===== config.mk =====
export PLATFORM = sky130hd
export DESIGN_NAME = bss_ctrl
export DESIGN_NICKNAME = d
export VERILOG_FILES = /design/src/rtl/bss_pkg.sv /design/src/rtl/bss_ctrl.sv
export SDC_FILE = /design/constraint.sdc
export NUM_CORES = 1
export LEC_CHECK = 0
export BUFFER_PORTS_ARGS = -buffer_cell sky130_fd_sc_hd__buf_2
export CAP_MARGIN = 10
export CORE_AREA = 2 2 39 41
export DETAILED_ROUTE_END_ITERATION = 10
export DIE_AREA = 0 0 41 43
export HOLD_SLACK_MARGIN = 0.03
export SYNTH_ARGS = -nofsm -noshare
export SYNTH_HDL_FRONTEND = slang
export SYNTH_SLANG_ARGS = --single-unit

===== constraint.sdc =====
create_clock -name clk -period 1.3 [get_ports clk]
set_clock_uncertainty 0.05 [all_clocks]
set_input_delay 0.195 -clock clk [delete_from_list [all_inputs] [get_ports clk]]
set_output_delay 0.195 -clock clk [all_outputs]
set_load 0.02 [all_outputs]

===== src/rtl/bss_pkg.sv =====
`timescale 1ns / 1ps
`default_nettype none
package bss_pkg;

	// Field widths of one input item and one result item.
	localparam int ADDR_W  = 16;
	localparam int PIX_W   = 16;
	localparam int COORD_W = 16;
	localparam int OUT_W   = 24;
	localparam int CFG_W   = 9;

	// Bit positions inside the input tdata word.
	localparam int IN_ADDR_LSB  = 0;
	localparam int IN_VALUE_LSB = 16;
	localparam int IN_X_LSB     = 32;
	localparam int IN_Y_LSB     = 48;
	localparam int IN_TDATA_W   = 64;

	// Item kinds carried in tuser.
	localparam logic CMD_WRITE  = 1'b0;
	localparam logic CMD_SAMPLE = 1'b1;

	// Register indexes (byte address bit 2).
	localparam logic REG_IMAGE_WIDTH  = 1'b0;
	localparam logic REG_IMAGE_HEIGHT = 1'b1;

	localparam logic [CFG_W-1:0] IMAGE_WIDTH_RST  = 9'd256;
	localparam logic [CFG_W-1:0] IMAGE_HEIGHT_RST = 9'd256;

	localparam logic signed [31:0] OUT_MAX = 32'sd8388607;
	localparam logic signed [31:0] OUT_MIN = -32'sd8388608;

	typedef struct packed {
		logic       load;
		logic       rd_en;
		logic [1:0] tap;
		logic       out_load;
	} ctrl_cmd_t;

	typedef struct packed {
		logic is_sample;
		logic oor;
	} dp_status_t;

endpackage
`default_nettype wire


===== src/rtl/bss_ctrl.sv =====
`timescale 1ns / 1ps
`default_nettype none
module bss_ctrl (
	input  wire                  clk,
	input  wire                  arst_n,
	input  wire                  s_tvalid,
	output logic                 s_tready,
	output logic                 m_tvalid,
	input  wire                  m_tready,
	input  bss_pkg::dp_status_t  sts,
	output bss_pkg::ctrl_cmd_t   cmd
);

	localparam logic [1:0] ST_IDLE = 2'd0;
	localparam logic [1:0] ST_READ = 2'd1;
	localparam logic [1:0] ST_MAC  = 2'd2;
	localparam logic [1:0] ST_DONE = 2'd3;

	logic [1:0] state_q;
	logic [1:0] state_d;
	logic [1:0] tap_q;
	logic       m_valid_q;
	logic       accept;
	logic       out_free;

	assign s_tready = (state_q == ST_IDLE);
	assign accept   = s_tvalid & s_tready;
	assign out_free = !m_valid_q || m_tready;

	always_comb begin
		state_d      = state_q;
		cmd.load     = accept;
		cmd.rd_en    = 1'b0;
		cmd.tap      = tap_q;
		cmd.out_load = 1'b0;
		case (state_q)
			ST_IDLE: begin
				if (accept && sts.is_sample) begin
					state_d = sts.oor ? ST_DONE : ST_READ;
				end
			end
			ST_READ: begin
				cmd.rd_en = 1'b1;
				if (tap_q == 2'd3) begin
					state_d = ST_MAC;
				end
			end
			ST_MAC: begin
				// The last tap is accumulated in this cycle.
				state_d = ST_DONE;
			end
			ST_DONE: begin
				if (out_free) begin
					cmd.out_load = 1'b1;
					state_d      = ST_IDLE;
				end
			end
			default: begin
				state_d = ST_IDLE;
			end
		endcase
	end

	always_ff @(posedge clk or negedge arst_n) begin
		if (!arst_n) begin
			state_q   <= ST_IDLE;
			tap_q     <= 2'd0;
			m_valid_q <= 1'b0;
		end else begin
			state_q <= state_d;
			if (state_q == ST_READ) begin
				tap_q <= tap_q + 2'd1;
			end else begin
				tap_q <= 2'd0;
			end
			if (cmd.out_load) begin
				m_valid_q <= 1'b1;
			end else if (m_tready) begin
				m_valid_q <= 1'b0;
			end
		end
	end

	assign m_tvalid = m_valid_q;

endmodule
`default_nettype wire


# [Word level (Yosys, flattened, before mapping)]
# Cells that the tools add are included.
[word_totals] regBits=5 latch_bits=0 ramBits=0 romBits=0 input_bits=6 out_inout_bits=7 wordCells=29 memories=0
[op_classes] add_sub_neg=1 n_mul=0 n_div=0 magnitude_cmp=0 n_eq_ne=7 shift=0 n_mux=11 bitwise=1 n_reduce_logical=6
[ops] op="$mux W2" n=5
[ops] op="$pmux W2 S4" n=1
[ops] op="$eq A2 B2 Y1 const B" n=3
[ops] op="$mux W1" n=5
[ops] op="$ne A2 B2 Y1 const B" n=2
[ops] op="$reduce_and A3 Y1" n=1
[ops] op="$add A2 B1 Y2 const B" n=1
[ops] op="$eq A2 B1 Y1 const B" n=1
[ops] op="$logic_not A2 Y1" n=1
[ops] op="$ne A2 B1 Y1 const B" n=1
[ops] op="$reduce_bool A2 Y1" n=1
[ops] op="$and A1 B1 Y1" n=1
[ops] op="$logic_and A1 B1 Y1" n=1
[ops] op="$logic_not A1 Y1" n=1
[ops] op="$logic_or A1 B1 Y1" n=1

# [Logic depth before layout (Yosys ltp)]
[logic_depth] word_depth=5 mapped_depth=5 mapped_depth_nobuf=5

# [Worst setup path before layout]
# Ideal clock, no wire load.
[synth_path] path_type="reg2out" startpoint="register state_q[0]" endpoint="output cmd[4] (netlist name)" arrival_ns=1.118 required_ns=1.055 slack_ns=-0.063 stages_incl_launch_ff=5 n_path_buf=1 cell_sequence="dfrtp_1 -> inv_1 -> ha_1 -> and2_1 -> buf_4"
[synth_via] elab_chain_cells=2
[synth_lines] element="from (decl)" line="bss_ctrl.sv:19" rtl="logic [1:0] state_q;"
[synth_lines] element="from (signal assigned)" line="bss_ctrl.sv:70" rtl="state_q <= state_d;"
[synth_lines] element="$logic_not A2 Y1" line="bss_ctrl.sv:26" rtl="assign s_tready = (state_q == ST_IDLE);"
[synth_lines] element="via s_tready" line="bss_ctrl.sv:7" rtl="output logic s_tready,"
[synth_lines] element="$and A1 B1 Y1" line="bss_ctrl.sv:27" rtl="assign accept = s_tvalid & s_tready;"
[synth_lines] element="to (decl)" line="bss_ctrl.sv:11" rtl="output bss_pkg::ctrl_cmd_t cmd"
# The timed path passes the listed nets, and every way through them passes these cells.

==> flow_metrics.tcl <==
set metrics [dict create \
    placementRows 14 \
    numCtsBuffers 3 \
    ys.warnings.count 0 \
    fillers 125 \
    place_congestion 0.5897 \
    relSlewSlack_pct 80.80 \
    required_ps 1050 \
    clk_pin_slew_worst_paths_ps 50 \
    comb_power_share_pct 65.7 \
    worstMarginPinSlew_ps 287.4 \
    post-route-util_pct 40.05 \
    crit_slowest_cell "dfrtp_2" \
    layout-drive-gt1-share_pct 69.39 \
    overflow 0 \
    met2_usage_pct 15.31 \
    first_global_vias 289 \
    crit_chain "ha_4 -> and2b_2 -> buf_6" \
    num_antenna_cells 0 \
    core_sq_mm 0.001384 \
    fmax_ghz 0.6985 \
    fin_crit_sh_pct 110.1 \
    fin_nets 61 \
    worstSetupPathType "reg -> out" \
    hold_ws_ps 242.6 \
    root_buffer "clkbuf_4" \
    drt-initial-drc-count 2 \
    grt_pass1_wl_um 1062 \
    io_buffers 12 \
    grt_use_total_pct 9.246 \
    p_clk_share_pct 12.3 \
    netlist_area_sq_um 314.1 \
    ys_ff_latch 5 \
    syn_inst 28 \
    finalSetupViolations 6 \
    grt_max_degree 6 \
    r2r_slack_ps -60 \
    synth.net_count 39 \
    dp_hpwl_um 441.3 \
    route.detailed.drc 0 \
    clockBufferDepth 2 \
    place_area_sq_um 399.1 \
    p_per_area_mw_per_mm2 2675 \
    outcome "finished, violations left" \
    p_leak_nw 0.2645 \
    antenna_found_initial 0 \
    dieArea_sq_mm 0.001763 \
    rsz0062_at_grt "yes" \
    vias 271 \
    drv_slew 0 \
    finalCriticalPeriod_ps 1432 \
    first_pass_iters 2 \
    top_usage_layer "met2" \
    fp.dieH_um 43 \
    io_pins 13 \
    p_switching_w 0.0006008 \
    power_w 0.001483 \
    hold_class "in -> async" \
    ant_nets 0 \
    viasPerCell 4.169 \
    drv_cap 0 \
    routedWlPerCell_um 9.615 \
    grt_util_met1_pct 9.032 \
    p_int_w 0.0008818 \
    p_sw_share_pct 40.52 \
    numClockSinks 5 \
    area_growth_pct 76.49 \
    grt_use_met3_pct 0 \
    critPathCaptureType "primary output" \
    wl_um 625 \
    avgSynthCellArea_sq_um 11.22 \
    irDropWorstVdd_mv 0.6520 \
    final-hold-violation-count 0 \
    chipWidth_um 41 \
    worst-path-buf-inv 1 \
    initial_core_util_pct 22.69 \
    tritoncts "built" \
    violations "negative setup slack" \
    slowest_delay_ps 460 \
    fin_ws_ps -131.7 \
    seq_area_frac_synth_pct 39.84 \
    path_max_fanout 4 \
    rr_worst_depth 5 \
    arrival_ps 1190 \
    worstSetupStartpointType "register" \
    p_seq_share_pct 22.0 \
    stdcell_area_sq_um 554.3 \
    path_depth 3 \
    htreeDepth 1 \
    clk_latency_ps 240 \
    synth_cell_types 16 \
    crit_family "flip-flops" \
]
[power by group through the flow]
stage                     Combinational [W]  Clock [W]  Sequential [W]
after floorplan                    0.000440          0        0.000327
after global placement             0.000627          0        0.000295
after detailed placement           0.000632          0        0.000294
after CTS                          0.000882   0.000188        0.000318
after global routing                0.00106   0.000202        0.000337
final                              0.000974   0.000182        0.000326
[cells by family after synthesis]
group	count (synthesis)	synth area share, %
AO/OA/AOI/OAI	5	13.94
adder cells (fa/ha/maj)	5	19.92
buffers and inverters	3	4.783
flip-flops	5	39.84
AND/OR/NAND/NOR	10	21.51
[path summary, 6_finish.rpt]
path,startpoint,end
min,arst_n,state_q[0]$_DFFE_PN0P_
min reg2reg,tap_q[0]$_DFF_PN0_,tap_q[0]$_DFF_PN0_
max in group asynchronous,arst_n,state_q[1]$_DFFE_PN0P_
max reg2reg,state_q[0]$_DFFE_PN0P_,state_q[1]$_DFFE_PN0P_
min in group clk,sts[0],state_q[1]$_DFFE_PN0P_
max,state_q[0]$_DFFE_PN0P_,cmd[0]
[final cells by class]
cell class | instances | area (sq um) | area share (%)
Multi-Input combinational cell | 20 | 237.7 | 42.89
Sequential cell | 5 | 127.6 | 23.02
Timing Repair Buffer | 18 | 132.6 | 23.93
Clock buffer | 4 | 26.28 | 4.740
Tap cell | 16 | 20.02 | 3.612
Inverter | 2 | 10.01 | 1.806
[cell usage after synthesis]
library cell	n	area share (%)
a21oi_1	1	1.6
or2_2	1	2.0
o22ai_1	1	2.0
a221oi_2	1	4.8
a2bb2oi_1	2	5.6
nor2b_1	2	4.0
nor2b_4	1	4.4
buf_4	1	2.4
and2b_2	1	2.8
inv_1	2	2.4
and2_1	2	4.0
nand2_1	1	1.2
nor2_1	1	1.2
dfrtp_1	5	40
nand2b_1	1	2.0
ha_1	5	20
[registers in the layout, summed over array words and instances, names as in the netlist]
name	flops
tap_q	2
state_q	2
m_tvalid	1
[metal layers]
layer  part of all wire, %  wire, um
met5                     0         0
met4                   2.9        18
met3                   2.1        13
met2                    57       359
met1                    37       233
[per-stage QoR]
stage | cells | setup slack, ps | setup TNS [ps]
2_1_floorplan | 28 | 28.63 | 0
3_3_place_gp | 56 | 7.456 | 0
3_5_place_dp | 56 | 5.094 | 0
4_1_cts | 64 | -135.2 | -580.3
5_1_grt | 65 | -175.9 | -758.3
6_report | 65 | -131.7 | -438.8
[placed cells by master, fill, tap and decap left out]
master | netlist | final
and2_4 | 0 | 1
dlygate4sd3_1 | 0 | 1
buf_6 | 0 | 4
and2_1 | 2 | 1
a21oi_1 | 1 | 1
buf_2 | 0 | 8
nor2b_1 | 2 | 2
o22ai_1 | 1 | 1
nor2b_4 | 1 | 1
clkbuf_1 | 0 | 1
clkbuf_4 | 0 | 3
buf_4 | 1 | 5
inv_4 | 0 | 1
or2_2 | 1 | 1
ha_4 | 0 | 3
nand2b_1 | 1 | 1
nor2_1 | 1 | 1
dfrtp_2 | 0 | 2
nand2_1 | 1 | 1
a2bb2oi_2 | 0 | 2
ha_1 | 5 | 2
and2b_2 | 1 | 1
dfrtp_1 | 5 | 3
a221oi_4 | 0 | 1
inv_2 | 0 | 1
[what timing repair did]
action	in CTS	in global routing
setup endpoints to repair	6	6
hold endpoints to repair	5	0
resized for setup	17	4
hold buffers	1	0
pin swaps	4	2
setup buffers	3	1
Note: power is estimated with default switching activity, not from simulation.
