--- src/rtl/bss_pkg.sv ---
`timescale 1ns / 1ps
`default_nettype none
package bss_pkg;

	// Field widths of one input item and one result item.
	localparam int ADDR_W  = 16;
	localparam int PIX_W   = 16;
	localparam int COORD_W = 16;
	localparam int OUT_W   = 24;
	localparam int CFG_W   = 9;

	// Bit positions inside the input tdata word.
	localparam int IN_ADDR_LSB  = 0;
	localparam int IN_VALUE_LSB = 16;
	localparam int IN_X_LSB     = 32;
	localparam int IN_Y_LSB     = 48;
	localparam int IN_TDATA_W   = 64;

	// Item kinds carried in tuser.
	localparam logic CMD_WRITE  = 1'b0;
	localparam logic CMD_SAMPLE = 1'b1;

	// Register indexes (byte address bit 2).
	localparam logic REG_IMAGE_WIDTH  = 1'b0;
	localparam logic REG_IMAGE_HEIGHT = 1'b1;

	localparam logic [CFG_W-1:0] IMAGE_WIDTH_RST  = 9'd256;
	localparam logic [CFG_W-1:0] IMAGE_HEIGHT_RST = 9'd256;

	localparam logic signed [31:0] OUT_MAX = 32'sd8388607;
	localparam logic signed [31:0] OUT_MIN = -32'sd8388608;

	typedef struct packed {
		logic       load;
		logic       rd_en;
		logic [1:0] tap;
		logic       out_load;
	} ctrl_cmd_t;

	typedef struct packed {
		logic is_sample;
		logic oor;
	} dp_status_t;

endpackage
`default_nettype wire

--- src/rtl/bss_regs.sv ---
`timescale 1ns / 1ps
`default_nettype none
module bss_regs (
	input  wire                          clk,
	input  wire                          arst_n,
	input  wire                          psel,
	input  wire                          penable,
	input  wire                          pwrite,
	input  wire  [2:0]                   paddr,
	input  wire  [31:0]                  pwdata,
	output logic [31:0]                  prdata,
	output logic                         pready,
	output logic [bss_pkg::CFG_W-1:0]    image_width,
	output logic [bss_pkg::CFG_W-1:0]    image_height
);

	logic [bss_pkg::CFG_W-1:0] image_width_q;
	logic [bss_pkg::CFG_W-1:0] image_height_q;
	logic                      wr_en;

	assign pready = 1'b1;
	assign wr_en  = psel & penable & pwrite & pready;

	always_ff @(posedge clk or negedge arst_n) begin
		if (!arst_n) begin
			image_width_q  <= bss_pkg::IMAGE_WIDTH_RST;
			image_height_q <= bss_pkg::IMAGE_HEIGHT_RST;
		end else if (wr_en) begin
			if (paddr[2] == bss_pkg::REG_IMAGE_WIDTH) begin
				image_width_q <= pwdata[bss_pkg::CFG_W-1:0];
			end else begin
				image_height_q <= pwdata[bss_pkg::CFG_W-1:0];
			end
		end
	end

	always_comb begin
		if (paddr[2] == bss_pkg::REG_IMAGE_WIDTH) begin
			prdata = 32'(image_width_q);
		end else begin
			prdata = 32'(image_height_q);
		end
	end

	assign image_width  = image_width_q;
	assign image_height = image_height_q;

endmodule
`default_nettype wire

--- config.mk ---
export PLATFORM = sky130hd
export DESIGN_NAME = bss_regs
export DESIGN_NICKNAME = d
export VERILOG_FILES = /design/src/rtl/bss_pkg.sv /design/src/rtl/bss_regs.sv
export SDC_FILE = /design/constraint.sdc
export NUM_CORES = 1
export LEC_CHECK = 0
export BUFFER_PORTS_ARGS = -buffer_cell sky130_fd_sc_hd__clkbuf_2
export CORE_MARGIN = 2
export CORE_UTILIZATION = 37
export CTS_CLUSTER_SIZE = 28
export DETAILED_ROUTE_END_ITERATION = 12
export PLACE_DENSITY_LB_ADDON = 0.1
export SLEW_MARGIN = 20
export SYNTH_ARGS = -nofsm -noshare
export SYNTH_HDL_FRONTEND = slang
export SYNTH_SLANG_ARGS = --single-unit
--- constraint.sdc ---
create_clock -name clk -period 1.2 [get_ports clk]
set_clock_uncertainty 0.2 [all_clocks]
set_input_delay 0.12 -clock clk [delete_from_list [all_inputs] [get_ports clk]]
set_output_delay 0.12 -clock clk [all_outputs]
set_load 0.01 [all_outputs]
# --- Yosys cells after proc, flatten, opt, wreduce, memory -nomap -nowiden ---
# Cells that the tools add are included.
word_totals:
  reg_bits: 18
  input_bits: 40
  out_inout_bits: 51
  word_cells: 8
classes:
  mux: 1
  bitwise: 3
  reduce_logical: 2
op_table:
  columns: ["operator", "n"]
  rows:
  - ["9-bit two-way mux", 1]
  - ["2-bit AND reduction", 2]
  - ["1-bit bitwise AND", 2]
  - ["1-bit NOT", 1]

# --- Longest topological paths before layout ---
# Gate-level depths: netlist (run 1).
logic_depth:
  word_depth: 3
  depth_mapped: 3
  depth_no_buf: 2

# --- Worst setup path before layout (run 1) ---
# OpenSTA, ideal clock, no wires.
synth_path:
  path_type: "flip-flop to output port"
  from: "reg image_width_q, in the netlist image_width[8]"
  to: "out prdata[8]"
  arrival_time_ps: 713
  required_time_ps: 880
  setup_slack_ps: 167
  path_stages_with_launch: 2
  path_buffers: 0
  path_cell_list: "dfstp_2 -> mux2_2"
synth_between:
  elab_chain_cells: 1
synth_lines:
  columns: ["item", "line_no", "text"]
  rows:
  - ["start, declared", "bss_regs.sv:17", "logic [bss_pkg::CFG_W-1:0] image_width_q;"]
  - ["start signal, assigned", "bss_regs.sv:26", "image_width_q <= bss_pkg::IMAGE_WIDTH_RST;"]
  - ["start signal, assigned", "bss_regs.sv:30", "image_width_q <= pwdata[bss_pkg::CFG_W-1:0];"]
  - ["9-bit two-way mux", "bss_regs.sv:38", "if (paddr[2] == bss_pkg::REG_IMAGE_WIDTH) begin"]
  - ["end, declared", "bss_regs.sv:11", "output logic [31:0] prdata,"]
# Every way passes these cells.

# --- Worst setup path after layout (run 1) ---
layout_path:
  from: "reg image_height_q, in the netlist image_height[6]"
  to: "out prdata[6]"
layout_between:
  elab_chain_cells: 1
layout_lines:
  columns: ["item", "line_no", "text"]
  rows:
  - ["start, declared", "bss_regs.sv:18", "logic [bss_pkg::CFG_W-1:0] image_height_q;"]
  - ["start signal, assigned", "bss_regs.sv:27", "image_height_q <= bss_pkg::IMAGE_HEIGHT_RST;"]
  - ["start signal, assigned", "bss_regs.sv:32", "image_height_q <= pwdata[bss_pkg::CFG_W-1:0];"]
  - ["9-bit two-way mux", "bss_regs.sv:38", null]
# Every way passes these cells.

==> metrics.txt, run 1 <==
# TYPE chip_impl_metric gauge
chip_impl_metric{name="finalHoldWorstSlack",unit="ns"} 0.0952
chip_impl_metric{name="synth_largest_type_area_fraction",unit="%"} 40.0
chip_impl_metric{name="drt_drc_violations_left",unit=""} 0
chip_impl_metric{name="final_count_of_hold_timing_violations",unit=""} 0
chip_impl_metric{name="all_layer_gr_usage",unit="%"} 11.9
chip_impl_metric{name="fp.dieH",unit="um"} 56.0
chip_impl_metric{name="max-vdd-ir-drop",unit="uV"} 1040
chip_impl_metric{name="biggest_fanout_along_the_worst_timing_path",unit=""} 2
chip_impl_metric{name="synth.yosys.seq_area_share",unit="%"} 45.2
chip_impl_info{name="unrepaired_setup_endpoints_after_global_routing",value="true"} 1
chip_impl_metric{name="power.share.sequential",unit="%"} 36.5
chip_impl_metric{name="power.internal",unit="W"} 0.00162
chip_impl_metric{name="core",unit="sq um"} 2520
chip_impl_info{name="cts_tree",value="built"} 1
chip_impl_metric{name="final.fill_count",unit=""} 206
chip_impl_metric{name="register_bit_count_reported_by_yosys",unit=""} 18
chip_impl_metric{name="dpl.hpwl",unit="um"} 1310
chip_impl_metric{name="clk_latency",unit="ns"} 0.27
chip_impl_info{name="synth_top_area_cell",value="sky130_fd_sc_hd__dfrtp_1"} 1
chip_impl_metric{name="viasPerCell",unit=""} 4.26
chip_impl_metric{name="post_synth.cell_area_avg",unit="sq um"} 13.5
chip_impl_metric{name="path_clk_slew",unit="ns"} 0.10
chip_impl_metric{name="utilization",unit="%"} 63.5
chip_impl_metric{name="postRouteAntennaNets",unit=""} 0
chip_impl_metric{name="detailedPlace.worstSlack",unit="ns"} -0.0237
chip_impl_metric{name="n_diodes",unit=""} 0
chip_impl_metric{name="gpl.final_weighted_congestion",unit=""} 0.620
chip_impl_metric{name="syn_inst",unit=""} 74
chip_impl_metric{name="largest_net_degree_at_the_start_of_global_routing",unit=""} 19
chip_impl_metric{name="die_area",unit="sq um"} 3140
chip_impl_metric{name="share_of_post_route_cells_with_drive_strength_above_1",unit="%"} 65.1
chip_impl_metric{name="grt_pass1_wl",unit="um"} 3040
chip_impl_metric{name="floorplan.rows",unit=""} 18
chip_impl_metric{name="io_buffers",unit=""} 41
chip_impl_info{name="status",value="complete, but fails checks"} 1
chip_impl_info{name="critical_path_class",value="register to output port"} 1
chip_impl_metric{name="cts_made_buffers",unit=""} 3
chip_impl_metric{name="pin_count",unit=""} 91
chip_impl_metric{name="timing.fmax",unit="GHz"} 0.721
chip_impl_metric{name="total_power",unit="W"} 0.00229
chip_impl_metric{name="crit_arrival",unit="ns"} 1.07
chip_impl_metric{name="clock_tree.htree_level_count",unit=""} 1
chip_impl_metric{name="maximum_clock_path_buffer_count",unit=""} 2
chip_impl_metric{name="ys_warn_count",unit=""} 0
chip_impl_metric{name="pwr-share-clk",unit="%"} 12.9
chip_impl_metric{name="slew_viol_final",unit=""} 0
chip_impl_metric{name="comb_power_share",unit="%"} 50.7
chip_impl_metric{name="grt_overflow",unit=""} 0
chip_impl_metric{name="final_critical_delay_including_setup_and_external_delays",unit="ns"} 1.39
chip_impl_metric{name="p_per_area",unit="nW/um^2"} 1430
chip_impl_metric{name="final_min_period_over_clock_period",unit="%"} 116
chip_impl_metric{name="dieWidth",unit="um"} 56.0
chip_impl_metric{name="yosysUniqueCellTypes",unit=""} 8
chip_impl_metric{name="num-nets-final",unit=""} 187
chip_impl_metric{name="syn-cell-area",unit="sq um"} 1000
chip_impl_metric{name="setup-tns-final",unit="ns"} -2.49
chip_impl_metric{name="avgRoutedWirePerCell",unit="um"} 11.7
chip_impl_metric{name="syn2layout_area_growth",unit="%"} 60.0
chip_impl_info{name="min-delay-path-class",value="input port to async pin"} 1
chip_impl_metric{name="totalWireLength",unit="um"} 2050
chip_impl_info{name="violations",value="negative setup slack"} 1
chip_impl_metric{name="power_leakage",unit="nW"} 0.825
chip_impl_metric{name="detailroute.via_count",unit=""} 750
chip_impl_metric{name="worst_slack",unit="ns"} -0.188
chip_impl_info{name="cts_root_buf",value="sky130_fd_sc_hd__clkbuf_4"} 1
chip_impl_info{name="critical_path.startpoint_type",value="register"} 1
chip_impl_metric{name="initial_utilization",unit="%"} 39.7
chip_impl_info{name="critPathCaptureType",value="output port"} 1
chip_impl_metric{name="netSwitchingFraction",unit="%"} 29.0
chip_impl_metric{name="p_sw",unit="W"} 0.000663
chip_impl_metric{name="setup_viol",unit=""} 27
chip_impl_info{name="ys_top_cells_by_area",value="sky130_fd_sc_hd__dfrtp_1 (40%), sky130_fd_sc_hd__mux2_2 (30%), sky130_fd_sc_hd__buf_4 (18%)"} 1
chip_impl_metric{name="worstPathRequired",unit="ns"} 0.88
chip_impl_metric{name="grt_antenna_before_repair",unit=""} 0
chip_impl_metric{name="detailedRoute.firstPassIterationCount",unit=""} 2
chip_impl_metric{name="number_of_design_rule_violations_left_by_the_first_detailed_router_iteration",unit=""} 7
chip_impl_metric{name="cts_num_sinks",unit=""} 18
chip_impl_metric{name="vias_in_the_first_global_route",unit=""} 746
chip_impl_metric{name="drv.max_cap_violation_count",unit=""} 0
critical path: stages, from the launching register on:
cell,delay [ns]
sky130_fd_sc_hd__dfrtp_1,0.40
sky130_fd_sc_hd__mux2_4,0.27
sky130_fd_sc_hd__buf_6,0.12
cell families (layout without fill, tap and decap cells):
| group | after synthesis | after routing | synth area share [%] |
|---|---|---|---|
| DFF | 18 | 18 | 45.2 |
| and+or+nand+nor | 2 | 2 | 4.50 |
| buffers and inverters | 25 | 75 | 19.1 |
| muxes | 27 | 27 | 30.4 |
| other | 2 | 24 | 0.750 |
layout by cell type (no fill, tap or decap):
master / Yosys / routed
sky130_fd_sc_hd__clkbuf_2: 0 / 21
sky130_fd_sc_hd__clkbuf_1: 0 / 1
sky130_fd_sc_hd__nand4_4: 1 / 1
sky130_fd_sc_hd__nand4b_4: 1 / 1
sky130_fd_sc_hd__mux2_2: 27 / 23
sky130_fd_sc_hd__mux2_4: 0 / 4
sky130_fd_sc_hd__buf_12: 0 / 1
sky130_fd_sc_hd__clkbuf_4: 0 / 3
sky130_fd_sc_hd__dfrtp_1: 16 / 16
sky130_fd_sc_hd__buf_4: 24 / 9
sky130_fd_sc_hd__buf_6: 1 / 30
sky130_fd_sc_hd__conb_1: 2 / 24
sky130_fd_sc_hd__dlygate4sd3_1: 0 / 10
sky130_fd_sc_hd__dfstp_2: 2 / 2
Yosys cell counts:
library cell / number
sky130_fd_sc_hd__buf_4: 24
sky130_fd_sc_hd__nand4_4: 1
sky130_fd_sc_hd__mux2_2: 27
sky130_fd_sc_hd__dfstp_2: 2
sky130_fd_sc_hd__dfrtp_1: 16
sky130_fd_sc_hd__conb_1: 2
sky130_fd_sc_hd__buf_6: 1
sky130_fd_sc_hd__nand4b_4: 1
timing repair:
| item | CTS | global route |
|---|---|---|
| endpoints found under the setup margin | 11 | 27 |
| resized for setup | 1 | 53 |
| hold buffers | 10 | 0 |
| buffers inserted | 18 | 3 |
| hold endpoints to repair | 36 | 0 |
layer usage:
layer | track usage [%] | vias up | wire (um) | share of wire (%)
met5 | 0 | - | 0 | 0
met1 | 12.6 | 361 | 789 | 38
met3 | 2.33 | 0 | 156 | 7.6
met2 | 24.0 | 38 | 1110 | 54
li1 | - | 351 | - | -
met4 | 2.04 | 0 | 0 | 0
through the flow:
| step | instance area (sq um) | cells |
|---|---|---|
| 6_report | 1600 | 176 |
| 5_1_grt | 1600 | 176 |
| 4_1_cts | 1420 | 175 |
| 3_5_place_dp | 1150 | 143 |
| 3_3_place_gp | 1150 | 143 |
| 2_1_floorplan | 1080 | 96 |
power groups by stage:
stage / sequential, W / clock (W) / combinational, W
after floorplan: 0.000909 / 0 / 0.000346
after global placement: 0.000850 / 0 / 0.000622
after detailed placement: 0.000857 / 0 / 0.000625
after CTS: 0.000815 / 0.000309 / 0.000882
after global routing: 0.000847 / 0.000342 / 0.00124
final: 0.000834 / 0.000294 / 0.00116
area by class of cell:
| cell class | count | area [sq um] | area share (%) |
|---|---|---|---|
| tap | 30 | 37.5 | 2.34 |
| sequential | 18 | 453 | 28.3 |
| clock buffer | 4 | 26.3 | 1.64 |
| timing repair buffer | 71 | 631 | 39.4 |
| multi-input combinational | 53 | 454 | 28.4 |
state kept, by name (all words and copies together), names as in the netlist:
name          cells
image_height      9
image_width       9
final timing paths:
check / depth (start not counted) / from / slack, ns / to
hold reg to reg: 2 / image_height[0] / 0.42 / image_height[0]
max in group asynchronous: 2 / arst_n / 0.37 / image_width[8]
hold / removal: 2 / arst_n / 0.1 / image_height[4]
min in group clk: 3 / paddr[2] / 0.14 / image_height[0]
setup reg to reg: 3 / image_width[0] / 0.02 / image_width[0]
setup / recovery: 2 / image_height[6] / -0.19 / prdata[6]
(Power assumes the default switching activity.)
==> run 2: changes to the inputs <==
--- a/config.mk
+++ b/config.mk
@@ -5,6 +5,7 @@
 export SDC_FILE = /design/constraint.sdc
 export NUM_CORES = 1
 export LEC_CHECK = 0
+export ABC_AREA = 1
 export BUFFER_PORTS_ARGS = -buffer_cell sky130_fd_sc_hd__clkbuf_2
 export CORE_MARGIN = 2
 export CORE_UTILIZATION = 37
==> run 2 against run 1 <==
The run still ends with negative setup slack left. Sequential power down 2%. Count of clock-buffer cells in the layout unchanged. Utilization is 11 points lower. Sequential cell count unchanged. Design area fell by 10%. First-iteration DRC count increased by 71%. Worst hold slack got worse by 0.081 ns. Critical endpoint is now prdata[8]. Highest routed layer is now met4.
==> metrics.txt, run 2 <==
# TYPE chip_impl_metric gauge
chip_impl_info{name="cell_with_the_most_instances_after_synthesis",value="sky130_fd_sc_hd__nand2_1"} 1
chip_impl_info{name="cts_tree",value="built"} 1
chip_impl_metric{name="cts_made_buffers",unit=""} 3
chip_impl_metric{name="yosys.area_share.adder",unit="%"} 0
chip_impl_metric{name="syn2layout_area_growth",unit="%"} 36.5
chip_impl_info{name="reg2reg_from",value="image_width[1]"} 1
chip_impl_metric{name="pin_count",unit=""} 91
chip_impl_metric{name="worstPathBufferInverterCount",unit=""} 1
chip_impl_metric{name="initial_utilization",unit="%"} 38.5
chip_impl_metric{name="pwr-share-clk",unit="%"} 20.5
chip_impl_metric{name="yosys.area_share.xor_xnor",unit="%"} 0
chip_impl_metric{name="register_bit_count_reported_by_yosys",unit=""} 18
chip_impl_info{name="cp_top_family",value="flip-flops"} 1
chip_impl_info{name="violations",value="negative setup slack"} 1
chip_impl_metric{name="io_buffers",unit=""} 41
chip_impl_metric{name="drv.max_cap_violation_count",unit=""} 0
chip_impl_metric{name="avgRoutedWirePerCell",unit="um"} 10.5
chip_impl_metric{name="stdcell_area",unit="sq um"} 1440
chip_impl_metric{name="number_of_design_rule_violations_left_by_the_first_detailed_router_iteration",unit=""} 12
chip_impl_metric{name="synth.yosys.seq_area_share",unit="%"} 43.0
chip_impl_metric{name="yosysUniqueCellTypes",unit=""} 14
chip_impl_info{name="mostFrequentLayoutCell",value="sky130_fd_sc_hd__nand2_1"} 1
chip_impl_metric{name="hold_depth",unit=""} 4
chip_impl_info{name="status",value="complete, but fails checks"} 1
chip_impl_metric{name="vias_in_the_first_global_route",unit=""} 824
chip_impl_metric{name="post_synth.cell_area_avg",unit="sq um"} 7.80
chip_impl_metric{name="utilization",unit="%"} 52.6
chip_impl_metric{name="crit_path_max_incr_delay",unit="ns"} 0.57
chip_impl_metric{name="total_power",unit="W"} 0.00186
chip_impl_metric{name="detailed_place.area",unit="sq um"} 1210
chip_impl_metric{name="power.share.sequential",unit="%"} 44.2
chip_impl_metric{name="core",unit="sq um"} 2730
chip_impl_metric{name="grt_pass1_wl",unit="um"} 3840
chip_impl_metric{name="r2r_setup_slack",unit="ns"} 0.14
chip_impl_metric{name="synth_async_sr_flop_share",unit="%"} 100
chip_impl_metric{name="dpl.hpwl",unit="um"} 1680
chip_impl_metric{name="maximum_clock_path_buffer_count",unit=""} 2
chip_impl_metric{name="all_layer_gr_usage",unit="%"} 14.9
chip_impl_info{name="dominantRegCellSynth",value="sky130_fd_sc_hd__dfrtp_1"} 1
chip_impl_metric{name="power.internal",unit="W"} 0.00122
chip_impl_metric{name="syn-cell-area",unit="sq um"} 1050
chip_impl_metric{name="synthSimpleGateAreaFrac",unit="%"} 35.5
chip_impl_metric{name="detailedRoute.firstPassIterationCount",unit=""} 4
chip_impl_metric{name="crit_arrival",unit="ns"} 1.09
chip_impl_metric{name="netSwitchingFraction",unit="%"} 34.1
chip_impl_metric{name="syn_inst",unit=""} 135
chip_impl_metric{name="clk_latency",unit="ns"} 0.29
chip_impl_metric{name="max-vdd-ir-drop",unit="uV"} 913
chip_impl_metric{name="comb_power_share",unit="%"} 35.4
chip_impl_metric{name="die_area",unit="sq um"} 3290
chip_impl_metric{name="clock_tree.htree_level_count",unit=""} 1
chip_impl_metric{name="slew_viol_final",unit=""} 0
chip_impl_metric{name="worst_slack",unit="ns"} -0.207
chip_impl_metric{name="synth_mux_area_share",unit="%"} 0
chip_impl_metric{name="n_diodes",unit=""} 0
chip_impl_info{name="commonest_cells_post_synth",value="sky130_fd_sc_hd__nand2_1 (63), sky130_fd_sc_hd__buf_4 (25), sky130_fd_sc_hd__nand3_1 (17), sky130_fd_sc_hd__dfrtp_1 (16)"} 1
chip_impl_metric{name="viasPerCell",unit=""} 4.35
chip_impl_metric{name="p_per_area",unit="nW/um^2"} 1290
chip_impl_metric{name="worstPathRequired",unit="ns"} 0.88
chip_impl_metric{name="ys_warn_count",unit=""} 0
chip_impl_metric{name="final_min_period_over_clock_period",unit="%"} 117
chip_impl_metric{name="final_critical_delay_including_setup_and_external_delays",unit="ns"} 1.41
chip_impl_metric{name="dieWidth",unit="um"} 57.4
chip_impl_metric{name="drt_drc_violations_left",unit=""} 0
chip_impl_metric{name="setup_viol",unit=""} 11
chip_impl_metric{name="worst_r2r_path_depth",unit=""} 4
chip_impl_metric{name="power_leakage",unit="nW"} 0.859
chip_impl_metric{name="postRouteAntennaNets",unit=""} 0
chip_impl_metric{name="biggest_fanout_along_the_worst_timing_path",unit=""} 3
chip_impl_metric{name="fp.dieH",unit="um"} 57.4
chip_impl_metric{name="floorplan.rows",unit=""} 19
chip_impl_metric{name="num-nets-final",unit=""} 237
chip_impl_info{name="unrepaired_setup_endpoints_after_global_routing",value="true"} 1
chip_impl_info{name="layout_common_cells",value="sky130_fd_sc_hd__nand2_1 (61), sky130_fd_sc_hd__clkbuf_2 (38), sky130_fd_sc_hd__conb_1 (24)"} 1
chip_impl_metric{name="timing.fmax",unit="GHz"} 0.711
chip_impl_info{name="critPathCaptureType",value="output port"} 1
chip_impl_metric{name="largest_net_degree_at_the_start_of_global_routing",unit=""} 19
chip_impl_metric{name="path_clk_slew",unit="ns"} 0.11
chip_impl_metric{name="synth_edf_count",unit=""} 0
chip_impl_metric{name="detailroute.via_count",unit=""} 987
chip_impl_info{name="critical_path_class",value="register to output port"} 1
chip_impl_info{name="critical_path.slowest_cell",value="sky130_fd_sc_hd__dfstp_2"} 1
chip_impl_metric{name="setup-tns-final",unit="ns"} -0.943
chip_impl_metric{name="grt_overflow",unit=""} 0
chip_impl_metric{name="p_sw",unit="W"} 0.000633
chip_impl_metric{name="totalWireLength",unit="um"} 2370
chip_impl_info{name="r2r-end",value="image_width[1]"} 1
chip_impl_metric{name="cp_num_cells",unit=""} 3
chip_impl_info{name="dominant_combinational_cell_family_by_area_after_synthesis",value="simple AND/OR/NAND/NOR gates"} 1
chip_impl_metric{name="grt_antenna_before_repair",unit=""} 0
chip_impl_metric{name="synth_compound_area_share",unit="%"} 0
chip_impl_info{name="worst_path_most_repeated_cell",value="sky130_fd_sc_hd__nand2_2"} 1
chip_impl_info{name="ys_top_cells_by_area",value="sky130_fd_sc_hd__dfrtp_1 (38%), sky130_fd_sc_hd__nand2_1 (22%), sky130_fd_sc_hd__buf_4 (18%)"} 1
chip_impl_metric{name="synth_largest_type_area_fraction",unit="%"} 38.0
chip_impl_metric{name="detailedPlace.worstSlack",unit="ns"} 0.0357
chip_impl_metric{name="final_count_of_hold_timing_violations",unit=""} 0
chip_impl_info{name="crit_chain",value="nand2_2, nand2_2, buf_6"} 1
chip_impl_info{name="cts_root_buf",value="sky130_fd_sc_hd__clkbuf_4"} 1
chip_impl_info{name="critical_path.startpoint_type",value="register"} 1
chip_impl_info{name="timing.critical_path.to",value="prdata[8]"} 1
chip_impl_metric{name="cts_num_sinks",unit=""} 18
chip_impl_info{name="timing.critical_path.from",value="image_width[8]"} 1
chip_impl_info{name="min-delay-path-class",value="input port to register"} 1
chip_impl_info{name="synth_top_area_cell",value="sky130_fd_sc_hd__dfrtp_1"} 1
chip_impl_metric{name="gpl.final_weighted_congestion",unit=""} 0.680
chip_impl_metric{name="share_of_post_route_cells_with_drive_strength_above_1",unit="%"} 34.2
==> run 2: how the worst min path moves through the flow <==
stage,slack [ns],to,from
floorplan,-0.38,image_height[0],arst_n
global placement,-0.11,image_height[5],arst_n
detailed placement,-0.1,image_width[5],arst_n
CTS,0.002,image_width[6],paddr[2]
global route,0.02,image_width[6],paddr[2]
finish,0.01,image_width[6],paddr[2]
==> run 2: worst reg2reg max path: stages (launching register included) <==
cell and delay [ns]:
sky130_fd_sc_hd__dfrtp_1 0.40, sky130_fd_sc_hd__buf_4 0.13, sky130_fd_sc_hd__buf_4 0.12, sky130_fd_sc_hd__nand2_1 0.05, sky130_fd_sc_hd__nand2_1 0.05
==> run 2: area by class of cell <==
class / instances / area [sq um]
fill: 287 / 1300
multi-input combinational: 109 / 469
sequential: 18 / 453
timing repair buffer: 63 / 433
tap: 31 / 38.8
clock buffer: 4 / 36.3
inverter: 2 / 7.51
==> run 2: cells by family after synthesis <==
| kind of cell | Yosys count |
|---|---|
| buffers and inverters | 30 |
| flip-flops | 18 |
| other | 2 |
| AND/OR/NAND/NOR | 85 |
==> run 2: per-layer routing <==
| metal | part of all wire (%) | GRT usage (%) | wire, um | vias to the layer above |
|---|---|---|---|---|
| met1 | 46 | 21.8 | 1090 | 446 |
| met5 | 0 | 0 | 0 | - |
| li1 | - | - | - | 495 |
| met3 | 6.4 | 2.04 | 152 | 2 |
| met4 | 0.55 | 4.98 | 13 | 0 |
| met2 | 47 | 22.7 | 1120 | 44 |
==> run 2: repair_timing <==
| action | CTS | global route |
|---|---|---|
| gates resized for setup | 0 | 9 |
| pin swaps | 16 | 1 |
| hold buffers | 11 | 0 |
| hold endpoints to repair | 36 | 0 |
| setup endpoints to repair | 11 | 15 |
| buffers inserted | 3 | 4 |
==> run 2: per-stage QoR <==
stage	instances	hold slack [ns]
after floorplan	157	-0.376
after global placement	205	-0.105
after detailed placement	205	-0.0984
after CTS	223	0.00184
after global routing	227	0.0197
final	227	0.0140
==> run 2: power groups by stage <==
| stage | logic (W) | clock network [W] | registers, W |
|---|---|---|---|
| 2_1_floorplan | 0.000293 | 0 | 0.000875 |
| 4_1_cts | 0.000595 | 0.000396 | 0.000817 |
| 5_1_grt | 0.000739 | 0.000414 | 0.000838 |
| 6_report | 0.000657 | 0.000380 | 0.000820 |
| 3_5_place_dp | 0.000540 | 0 | 0.000830 |
| 3_3_place_gp | 0.000533 | 0 | 0.000825 |
